### src/hw/rtl/bla_pkg.sv
package bla_pkg;

  // ring geometry
  localparam int unsigned WINDOW = 100;
  localparam int unsigned SLOT_W = $clog2(WINDOW);
  localparam int unsigned HELD_W = $clog2(WINDOW + 1);

  // data widths
  localparam int unsigned MV_W  = 16;
  localparam int unsigned SUM_W = MV_W + HELD_W;
  localparam int unsigned PCT_W = 7;
  localparam int unsigned NUM_W = MV_W + PCT_W;

  // shared divider
  localparam int unsigned DIV_W      = MV_W;
  localparam int unsigned DIV_STEP_W = $clog2(DIV_W + 1);

  // percent scale and level thresholds
  localparam logic [PCT_W-1:0] PCT_SCALE    = PCT_W'(100);
  localparam logic [PCT_W-1:0] PCT_LOW_MAX  = PCT_W'(20);
  localparam logic [PCT_W-1:0] PCT_HIGH_MIN = PCT_W'(50);

  // register reset values
  localparam logic [MV_W-1:0] EMPTY_MV_RST = MV_W'(3300);
  localparam logic [MV_W-1:0] FULL_MV_RST  = MV_W'(4200);

  // register indexes
  localparam int unsigned CFG_IDX_W = 1;
  localparam logic [CFG_IDX_W-1:0] CFG_EMPTY_MV = 1'b0;
  localparam logic [CFG_IDX_W-1:0] CFG_FULL_MV  = 1'b1;

  typedef enum logic [1:0] {
    LEVEL_LOW  = 2'd0,
    LEVEL_MID  = 2'd1,
    LEVEL_HIGH = 2'd2
  } level_e;

  typedef struct packed {
    logic                  start;
    logic [DIV_STEP_W-1:0] steps;
    logic [DIV_W-1:0]      rem_init;
    logic [DIV_W-1:0]      dividend;
    logic [DIV_W-1:0]      divisor;
  } bla_div_req_t;

endpackage

### src/hw/rtl/bla_div.sv
module bla_div import bla_pkg::*; (
  input  logic               clk_i,
  input  logic               rst_ni,
  input  bla_div_req_t       req_i,
  output logic               done_o,
  output logic [DIV_W-1:0]   quotient_o
);

  // Restoring division, one quotient bit a cycle. The caller preloads the
  // partial remainder (must be below the divisor) and the low dividend bits.
  logic [DIV_STEP_W-1:0] cnt_q, cnt_d;
  logic                  done_q, done_d;
  logic [DIV_W-1:0]      rem_q, rem_d;
  logic [DIV_W-1:0]      shift_q, shift_d;
  logic [DIV_W-1:0]      quo_q, quo_d;
  logic [DIV_W-1:0]      divisor_q, divisor_d;
  logic [DIV_W:0]        trial;
  logic                  fits;

  assign trial = {rem_q, shift_q[DIV_W-1]};
  assign fits  = trial >= {1'b0, divisor_q};

  always_comb begin
    cnt_d     = cnt_q;
    done_d    = 1'b0;
    rem_d     = rem_q;
    shift_d   = shift_q;
    quo_d     = quo_q;
    divisor_d = divisor_q;
    if (req_i.start) begin
      cnt_d     = req_i.steps;
      rem_d     = req_i.rem_init;
      shift_d   = req_i.dividend;
      quo_d     = '0;
      divisor_d = req_i.divisor;
    end else if (cnt_q != '0) begin
      cnt_d   = cnt_q - DIV_STEP_W'(1);
      done_d  = (cnt_q == DIV_STEP_W'(1));
      rem_d   = fits ? DIV_W'(trial - {1'b0, divisor_q}) : trial[DIV_W-1:0];
      shift_d = {shift_q[DIV_W-2:0], 1'b0};
      quo_d   = {quo_q[DIV_W-2:0], fits};
    end
  end

  always_ff @(posedge clk_i or negedge rst_ni) begin
    if (!rst_ni) begin
      cnt_q  <= '0;
      done_q <= 1'b0;
    end else begin
      cnt_q  <= cnt_d;
      done_q <= done_d;
    end
  end

  always_ff @(posedge clk_i) begin
    rem_q     <= rem_d;
    shift_q   <= shift_d;
    quo_q     <= quo_d;
    divisor_q <= divisor_d;
  end

  assign done_o     = done_q;
  assign quotient_o = quo_q;

endmodule

### src/hw/rtl/battery_level_averager_unit.sv
// Channel   Dir  Beat fields                          Handshake
// in        in   sample_mv_i[15:0]                    in_valid_i / in_ready_o
// out       out  average_mv_o, percent_o, level_o     out_valid_o / out_ready_i
// cfg       in   cfg_index_i, cfg_data_i[15:0]        cfg_we_i (no back-pressure)
//
// One beat in flight: a new sample is taken only after the last result has
// reached the result register; full <= empty skips the percent division. The
// shared bit-serial divider runs 16 steps for the mean, 7 for the percent.
// Reset clears window sum, fill count and write pointer; unwritten ring slots
// read as zero through the fill count, so the ring itself is never cleared.
// A stalled result lets one more sample in; it waits in S_OUT, in_ready_o low.
module battery_level_averager_unit import bla_pkg::*; (
  input  logic                 clk_i,
  input  logic                 rst_ni,
  // sample channel
  input  logic                 in_valid_i,
  output logic                 in_ready_o,
  input  logic [MV_W-1:0]      sample_mv_i,
  // result channel
  output logic                 out_valid_o,
  input  logic                 out_ready_i,
  output logic [MV_W-1:0]      average_mv_o,
  output logic [PCT_W-1:0]     percent_o,
  output logic [1:0]           level_o,
  // configuration
  input  logic                 cfg_we_i,
  input  logic [CFG_IDX_W-1:0] cfg_index_i,
  input  logic [MV_W-1:0]      cfg_data_i
);

  typedef enum logic [2:0] {
    S_IDLE,
    S_SUM,
    S_AVG,
    S_PREP,
    S_PCT,
    S_OUT
  } state_e;

  state_e              state_q, state_d;

  // configuration registers
  logic [MV_W-1:0]     empty_q, empty_d;
  logic [MV_W-1:0]     full_q, full_d;

  // window bookkeeping
  logic [SLOT_W-1:0]   slot_q, slot_d;
  logic [HELD_W-1:0]   held_q, held_d;
  logic [SUM_W-1:0]    sum_q, sum_d;

  // working registers
  logic [MV_W-1:0]     sample_q, sample_d;
  logic [MV_W-1:0]     avg_q, avg_d;
  logic [PCT_W-1:0]    pct_q, pct_d;

  // result register
  logic                out_valid_q, out_valid_d;
  logic [MV_W-1:0]     out_avg_q, out_avg_d;
  logic [PCT_W-1:0]    out_pct_q, out_pct_d;
  level_e              out_lvl_q, out_lvl_d;

  // ring memory, read on accept, written in the update cycle
  logic [MV_W-1:0]     ring_q [WINDOW];
  logic [MV_W-1:0]     rd_q;
  logic                in_fire;
  logic                ring_we;

  // datapath helpers
  logic [MV_W-1:0]     oldest;
  logic                range_ok;
  logic [MV_W-1:0]     clamped;
  logic [MV_W-1:0]     span;
  logic [NUM_W-1:0]    numer;
  level_e              lvl;

  bla_div_req_t        div_req;
  logic                div_done;
  logic [DIV_W-1:0]    div_quo;

  assign in_ready_o = (state_q == S_IDLE);
  assign in_fire    = in_valid_i && in_ready_o;
  assign ring_we    = (state_q == S_SUM);

  always_ff @(posedge clk_i) begin
    if (in_fire) begin
      rd_q <= ring_q[slot_q];
    end
    if (ring_we) begin
      ring_q[slot_q] <= sample_q;
    end
  end

  // Slots at or beyond the fill count were never written and count as zero.
  // While filling, the write pointer always equals the fill count.
  assign oldest = (held_q == HELD_W'(WINDOW)) ? rd_q : '0;

  // Percent path: clamp high then low, scale by 100.
  assign range_ok = full_q > empty_q;
  always_comb begin
    clamped = avg_q;
    if (clamped > full_q) begin
      clamped = full_q;
    end
    if (clamped < empty_q) begin
      clamped = empty_q;
    end
  end
  assign span  = full_q - empty_q;
  assign numer = NUM_W'(clamped - empty_q) * NUM_W'(PCT_SCALE);

  always_comb begin
    if (pct_q <= PCT_LOW_MAX) begin
      lvl = LEVEL_LOW;
    end else if (pct_q > PCT_HIGH_MIN) begin
      lvl = LEVEL_HIGH;
    end else begin
      lvl = LEVEL_MID;
    end
  end

  always_comb begin
    state_d     = state_q;
    empty_d     = empty_q;
    full_d      = full_q;
    slot_d      = slot_q;
    held_d      = held_q;
    sum_d       = sum_q;
    sample_d    = sample_q;
    avg_d       = avg_q;
    pct_d       = pct_q;
    out_valid_d = out_valid_q;
    out_avg_d   = out_avg_q;
    out_pct_d   = out_pct_q;
    out_lvl_d   = out_lvl_q;
    div_req     = '0;

    if (cfg_we_i) begin
      case (cfg_index_i)
        CFG_EMPTY_MV: empty_d = cfg_data_i;
        CFG_FULL_MV:  full_d  = cfg_data_i;
        default: ;
      endcase
    end

    if (out_valid_q && out_ready_i) begin
      out_valid_d = 1'b0;
    end

    case (state_q)
      S_IDLE: begin
        if (in_fire) begin
          sample_d = sample_mv_i;
          state_d  = S_SUM;
        end
      end
      S_SUM: begin
        sum_d  = sum_q - SUM_W'(oldest) + SUM_W'(sample_q);
        held_d = (held_q == HELD_W'(WINDOW)) ? held_q : held_q + HELD_W'(1);
        slot_d = (slot_q == SLOT_W'(WINDOW - 1)) ? '0 : slot_q + SLOT_W'(1);
        // mean fits 16 bits, so the top sum bits already sit below the count
        div_req.start    = 1'b1;
        div_req.steps    = DIV_STEP_W'(DIV_W);
        div_req.rem_init = DIV_W'(sum_d[SUM_W-1:DIV_W]);
        div_req.dividend = sum_d[DIV_W-1:0];
        div_req.divisor  = DIV_W'(held_d);
        state_d          = S_AVG;
      end
      S_AVG: begin
        if (div_done) begin
          avg_d   = div_quo;
          state_d = S_PREP;
        end
      end
      S_PREP: begin
        if (range_ok) begin
          // quotient is at most 100, so only the last 7 bits need steps
          div_req.start    = 1'b1;
          div_req.steps    = DIV_STEP_W'(PCT_W);
          div_req.rem_init = numer[NUM_W-1:PCT_W];
          div_req.dividend = {numer[PCT_W-1:0], (DIV_W-PCT_W)'(0)};
          div_req.divisor  = span;
          state_d          = S_PCT;
        end else begin
          pct_d   = '0;
          state_d = S_OUT;
        end
      end
      S_PCT: begin
        if (div_done) begin
          pct_d   = div_quo[PCT_W-1:0];
          state_d = S_OUT;
        end
      end
      S_OUT: begin
        if (!out_valid_q || out_ready_i) begin
          out_valid_d = 1'b1;
          out_avg_d   = avg_q;
          out_pct_d   = pct_q;
          out_lvl_d   = lvl;
          state_d     = S_IDLE;
        end
      end
      default: state_d = S_IDLE;
    endcase
  end

  always_ff @(posedge clk_i or negedge rst_ni) begin
    if (!rst_ni) begin
      state_q     <= S_IDLE;
      empty_q     <= EMPTY_MV_RST;
      full_q      <= FULL_MV_RST;
      slot_q      <= '0;
      held_q      <= '0;
      sum_q       <= '0;
      sample_q    <= '0;
      avg_q       <= '0;
      pct_q       <= '0;
      out_valid_q <= 1'b0;
      out_avg_q   <= '0;
      out_pct_q   <= '0;
      out_lvl_q   <= LEVEL_LOW;
    end else begin
      state_q     <= state_d;
      empty_q     <= empty_d;
      full_q      <= full_d;
      slot_q      <= slot_d;
      held_q      <= held_d;
      sum_q       <= sum_d;
      sample_q    <= sample_d;
      avg_q       <= avg_d;
      pct_q       <= pct_d;
      out_valid_q <= out_valid_d;
      out_avg_q   <= out_avg_d;
      out_pct_q   <= out_pct_d;
      out_lvl_q   <= out_lvl_d;
    end
  end

  bla_div u_div (
    .clk_i      (clk_i),
    .rst_ni     (rst_ni),
    .req_i      (div_req),
    .done_o     (div_done),
    .quotient_o (div_quo)
  );

  assign out_valid_o  = out_valid_q;
  assign average_mv_o = out_avg_q;
  assign percent_o    = out_pct_q;
  assign level_o      = out_lvl_q;

endmodule

### config.mk
export PLATFORM = sky130hd
export DESIGN_NAME = battery_level_averager_unit
export DESIGN_NICKNAME = d
export VERILOG_FILES = /design/src/hw/rtl/bla_pkg.sv /design/src/hw/rtl/bla_div.sv /design/src/hw/rtl/battery_level_averager_unit.sv
export SDC_FILE = /design/constraint.sdc
export NUM_CORES = 2
export LEC_CHECK = 0
export BUFFER_PORTS_ARGS = -buffer_cell sky130_fd_sc_hd__clkbuf_2
export CAP_MARGIN = 10
export CELL_PAD_IN_SITES_DETAIL_PLACEMENT = 0
export CELL_PAD_IN_SITES_GLOBAL_PLACEMENT = 2
export CORE_MARGIN = 10
export CORE_UTILIZATION = 40
export DETAILED_ROUTE_END_ITERATION = 8
export PLACE_DENSITY = 0.66
export SETUP_SLACK_MARGIN = 0.1
export SYNTH_ARGS = -nofsm -noshare
export SYNTH_HDL_FRONTEND = slang
export SYNTH_HIERARCHICAL = 1
export SYNTH_SLANG_ARGS = --single-unit
export TNS_END_PERCENT = 30
### constraint.sdc
create_clock -name clk_i -period 16.9 [get_ports clk_i]
set_clock_uncertainty 0.1 [all_clocks]
set_input_delay 4.225 -clock clk_i [delete_from_list [all_inputs] [get_ports clk_i]]
set_output_delay 4.225 -clock clk_i [all_outputs]
set_load 0.1 [all_outputs]
== Word level (Yosys, flattened, before mapping) ==
Memory sizes are Yosys's and may differ from the RTL's. A register that Yosys moved wholly into a read port is not among the register bits.
Index checks and enable logic that the tools add are counted.
Word-level totals
  register bits: 207
  bits in writable memories: 1600
  bits of input ports: 38
  output and inout port bits: 27
  logic and storage cells: 96
  memories kept: 1
Operators by class
  add/subtract/negate cells: 8
  multipliers: 1
  $lt $le $gt $ge: 6
  equal/unequal tests: 13
  multiplexer cells: 32
  bitwise logic cells: 1
  reduce and logical (&&, ||, !) cells: 15
Memories
  ring_q: depth 100, width 16, read ports 1, clocked after Yosys merged registers in 1, write ports 1, line battery_level_averager_unit.sv:63  | logic [MV_W-1:0] ring_q [WINDOW];
Operators with widths (number)
  16-bit 2-to-1 mux: 8
  54-bit case mux with 2 select lines: 1
  54-bit 2-to-1 mux: 1
  16-bit > comparator: 2
  16-bit subtractor: 2
  7-bit 2-to-1 mux: 4
  23-bit by 16-bit adder with 23-bit output: 1
  23-bit by 5-bit multiplier with 21-bit output, second input constant: 1
  23-bit by 16-bit subtractor with 23-bit output: 1
  3-bit case mux with 6 select lines: 1
  17-bit by 16-bit greater-or-equal comparator with 1-bit output: 1
  16-bit by 16-bit subtractor with 17-bit output: 1
  16-bit < comparator: 1
  7-bit by 1-bit adder with 7-bit output, second input constant: 2
  7-bit == test, second input constant: 2
  7-bit case mux with 2 select lines: 1
  3-bit 2-to-1 mux: 4
  5-bit 2-to-1 mux: 2
  2-bit AND reduction: 5
  1-bit 2-to-1 mux: 8
  7-bit by 6-bit > comparator with 1-bit output, second input constant: 1
  7-bit by 5-bit less-or-equal comparator with 1-bit output, second input constant: 1
  3-bit by 2-bit == test with 1-bit output, second input constant: 2
  3-bit == test, second input constant: 2
  other kinds (15): 21

== Depth between registers and ports, before layout ==
  depth in word-level cells: 9
  gate-level depth with buffers: 46
  mapped depth without buffers: 45

== By module ==
The synthesis kept the hierarchy.
By module, submodules not included
  battery_level_averager_unit: times used 1, cells an instance 4307, area an instance 69814.5 um2, seq. area each 51967.3 um2
  bla_div: times used 1, cells an instance 338, area an instance 3629.7 um2, seq. area each 1911.8 um2

== Worst setup path before layout ==
OpenSTA, ideal clock, no wires.
  path kind: register to register
  start: register full_q[9]
  end: register u_div.rem_q[15], data pin
  arrival time: 8.651 ns
  path slack: 7.888 ns
  cell stages (with the launch flop): 43
  period minus slack after synthesis: 9.012 ns
  cell sequence: dfrtp_1 -> inv_1 -> ha_1 -> a21oi_1 -> nor2_1 -> a2111oi_2 -> o31ai_2 -> o21ai_2 -> clkbuf_1 -> nand2_1 -> o21ai_0 -> ha_1 -> a21o_1 -> a21o_1 -> a21oi_1 -> o21ai_0 -> a21o_1 -> a221oi_4 -> [... 7 more ...] -> a21o_1 -> a21o_1 -> xnor2_1 -> inv_1 -> ha_1 -> ha_1 -> fa_1 -> ha_1 -> a21o_1 -> a211oi_1 -> nand3_1 -> a31o_2 -> a211oi_1 -> a21oi_1 -> xnor2_1 -> xnor2_1 -> nor2_1 -> a221o_1
RTL lines
  from (decl): line battery_level_averager_unit.sv:44  | logic [MV_W-1:0] full_q, full_d;
  from (signal assigned): line battery_level_averager_unit.sv:225  | full_q <= full_d;
  to (signal assigned): line bla_div.sv:56  | rem_q <= rem_d;
  to (decl): line bla_div.sv:13  | logic [DIV_W-1:0] rem_q, rem_d;

==> results.yml <==
run_status:
  status: "complete, no violations"
power:
  power_frac_comb_pct: 36.6
  p_clk_share_pct: 25.3
  switching_share_pct: 38.0
  power_density_nw_per_um2: 196
  vdd.ir_drop.worst_v: 0.000178
  p_int_mw: 10.2
  p_switching_mw: 6.24
  seqPwrFrac_pct: 38.1
  power.leakage_nw: 28.1
placed_design:
  post-dp-hpwl_um: 131000
  place_area_sq_um: 77400
  finalWeightedCongestion: 0.843
  portBuffers: 64
synthesis:
  yosysWarnings: 6
  synth.net_count: 4874
  yosysUniqueCellTypes: 82
  synth.most_common_cell: "edfxtp_1"
  synth_area_sq_um: 73400
  netlist_top_cells_area: "edfxtp_1, a22oi_1, dfrtp_1"
  seq_area_frac_synth_pct: 73.4
  synth_top_area_share_pct: 68.0
  synth-edff-count: 1664
  post-synth-top-area-cell: "edfxtp_1"
  yosys_most_used_dff: "edfxtp_1"
  synthArstFlopShare_pct: 7.84
  syn_avg_cell_area_sq_um: 15.8
  synth_seq_cells: 1823
  yosys-top-cells-count: "edfxtp_1, a22oi_1, nand2_1, nor2_1, inv_1"
  synthCells: 4645
floorplan:
  rows: 157
  die-area_sq_um: 201000
  die_w_um: 448
  core_area_sq_um: 183000
  die_h_um: 448
  initial_core_util_pct: 40.2
  num_io_pins: 65
clock_tree:
  ctsHoldBuffers: 0
  cts_buffers: 194
  post_cts_buffers: 0
  cts_tree: "done"
  root_buffer: "clkbuf_16"
  cts_resized: 0
  cts.htree.levels: 4
  clock-sinks: 1823
  clockBufferDepth: 3
  clk_latency_ns: 0.83
  clk_pin_slew_ns: 0.06
finish:
  drive_gt1_share_pct: 13.7
  nNetsFinal: 5061
  syn2layout_area_growth_pct: 13.8
  final_cell_area_sq_um: 83600
worst_setup_path:
  worst-path-max-fanout: 17
  crit_slowest_cell: "a221oi_4"
  end_kind: "flop"
  cp_slowest_stage_delay_ns: 0.86
  cp-start-kind: "flop"
  cp_common_cell: "ha_1"
  critPathKind: "reg -> reg"
  required_ns: 17.35
  cp_data_arrival_time_ns: 11.20
timing:
  post-route-period-util_pct: 63.6
  setup_viol: 0
  fin_setup_tns_ns: 0
  min_period_ns: 10.75
  drv_slew: 0
  hold_violations: 0
  worstMarginPinSlew_ns: 1.29
  max_slew_margin_pct: 13.5
  grt_setup_unrepaired: "false"
  max_freq_mhz: 93.0
drt:
  detail-route-antenna-nets: 0
  drt-initial-drc-count: 4510
  drt-wirelength-per-cell_um: 29.6
  vias_per_cell: 5.81
  wl_um: 221000
  vias: 43327
  drc: 0
  first_pass_iters: 6
run:
  maxCapViolations: 0
global_routing:
  grt_pass1_wl_um: 316000
  grt_usage_pct: 21.6
  grt_pass1_vias: 42134
  grt_overflow: 0
  grt_max_degree: 102
  antenna_found_initial: 10
worst_hold_path:
  hold_path.class: "reg -> reg"
[routing by layer]
| metal | global-route usage, % | routed length [um] |
|---|---|---|
| met5 | 0 | 0 |
| met4 | 4.81 | 4200 |
| met3 | 3.84 | 15400 |
| met2 | 32.3 | 98400 |
| met1 | 32.8 | 103000 |
[worst paths after layout]
kind	endpoint	slack [ns]	start	depth (start not counted)
max reg2reg	u_div/rem_q[15]	6.15	full_q[9]	41
min	u_div/quotient_o[15]	0.36	u_div/quotient_o[15]	2
max	u_div/rem_q[15]	6.15	full_q[9]	41
max in group asynchronous	percent_o[1]	11.55	rst_ni	3
min in group asynchronous	sum_q[7]	3.25	rst_ni	1
min reg2reg	u_div/quotient_o[15]	0.36	u_div/quotient_o[15]	2
[metrics by stage]
stage	hold WS, ns	worst slack [ns]	utilization [%]	std cells	power, mW
CTS	0.358	6.19	45.7	7457	16.5
global placement	0.344	6.24	42.3	7100	12.4
finish	0.356	6.15	45.7	7458	16.4
detailed placement	0.350	6.20	42.3	7100	12.4
global route	0.382	5.39	45.7	7457	17.3
floorplan	0.328	7.89	-	4645	10.0
[cell families after synthesis]
family                   count (synthesis)  share of synthesized area (%)
AND/OR/NAND/NOR                        652                           4.21
XOR/XNOR                                89                           1.06
multiplexers                           115                           2.01
other                                    1                        0.00511
flip-flops                            1823                           73.4
AO/OA/AOI/OAI                         1338                           13.3
buffers and inverters                  436                           2.46
adder cells (fa/ha/maj)                191                           3.61
[worst max-delay path, delay by kind of cell, from the launching register on]
kind,cells,cell delay (ns)
adders and majority gates,7,2.32
AOI/OAI and AO/OA,21,5.52
buffers and inverters,3,0.49
DFF,1,0.37
muxes,1,0.43
xor gates and xnor gates,3,0.59
and+or+nand+nor,6,0.64
[cell type report]
type	count	area (sq um)
Fill cell	15936	99300
Inverter	175	657
Clock inverter	93	912
Timing Repair Buffer	252	1840
Antenna cell	1	2.50
Tap cell	2464	3080
Sequential cell	1823	53900
Multi-Input combinational cell	2386	17900
Clock buffer	264	5280
[power by group through the flow]
stage	sequential [mW]	clock (mW)	combinational (mW)
2_1_floorplan	6.29	0	3.75
3_3_place_gp	6.33	0	6.02
3_5_place_dp	6.35	0	6.02
4_1_cts	6.25	4.23	6.05
5_1_grt	6.30	4.41	6.60
6_report	6.25	4.15	6.01
[cells in the final DEF (no fill, tap or decap), types with 16 or more instances in the layout]
cell       Yosys  final
nor3_1        39     37
and2_1        29     28
dfrtp_1      133    115
dfrtp_4        0     16
a22oi_1      476    476
a22o_1       159    159
buf_4          3    180
o211ai_1      16     16
clkinv_1       0     33
a31oi_1      125    124
nand3_1       37     37
clkbuf_2       0     63
xor2_1        32     32
nor2b_1       17     16
clkbuf_16      0    197
clkbuf_1     108     56
fa_1          35     35
mux2_2        82     82
o21ai_0      148    148
ha_1         156    156
dfxtp_1       16     16
nand2_1      188    187
nand4_1       82     82
a21o_1        46     46
xnor2_1       57     57
nor2_1       186    175
clkinv_2       0     30
a221oi_1     150    150
edfxtp_1    1664   1664
a21oi_1      111    111
inv_1        175    175
[state kept, by name (all words and copies together) (netlist names)]
register          count
u_div/done_o          1
full_q               16
u_div/quotient_o     16
level_o               2
u_div/rem_q          16
percent_o             7
u_div/cnt_q           5
sample_q             16
slot_q                7
held_q                7
avg_q                16
pct_q                 7
rd_q                 16
average_mv_o         16
empty_q              16
u_div/divisor_q      16
state_q               3
out_valid_o           1
ring_q             1600
u_div/shift_q        16
sum_q                23
Power figures use the tool's default switching activity.
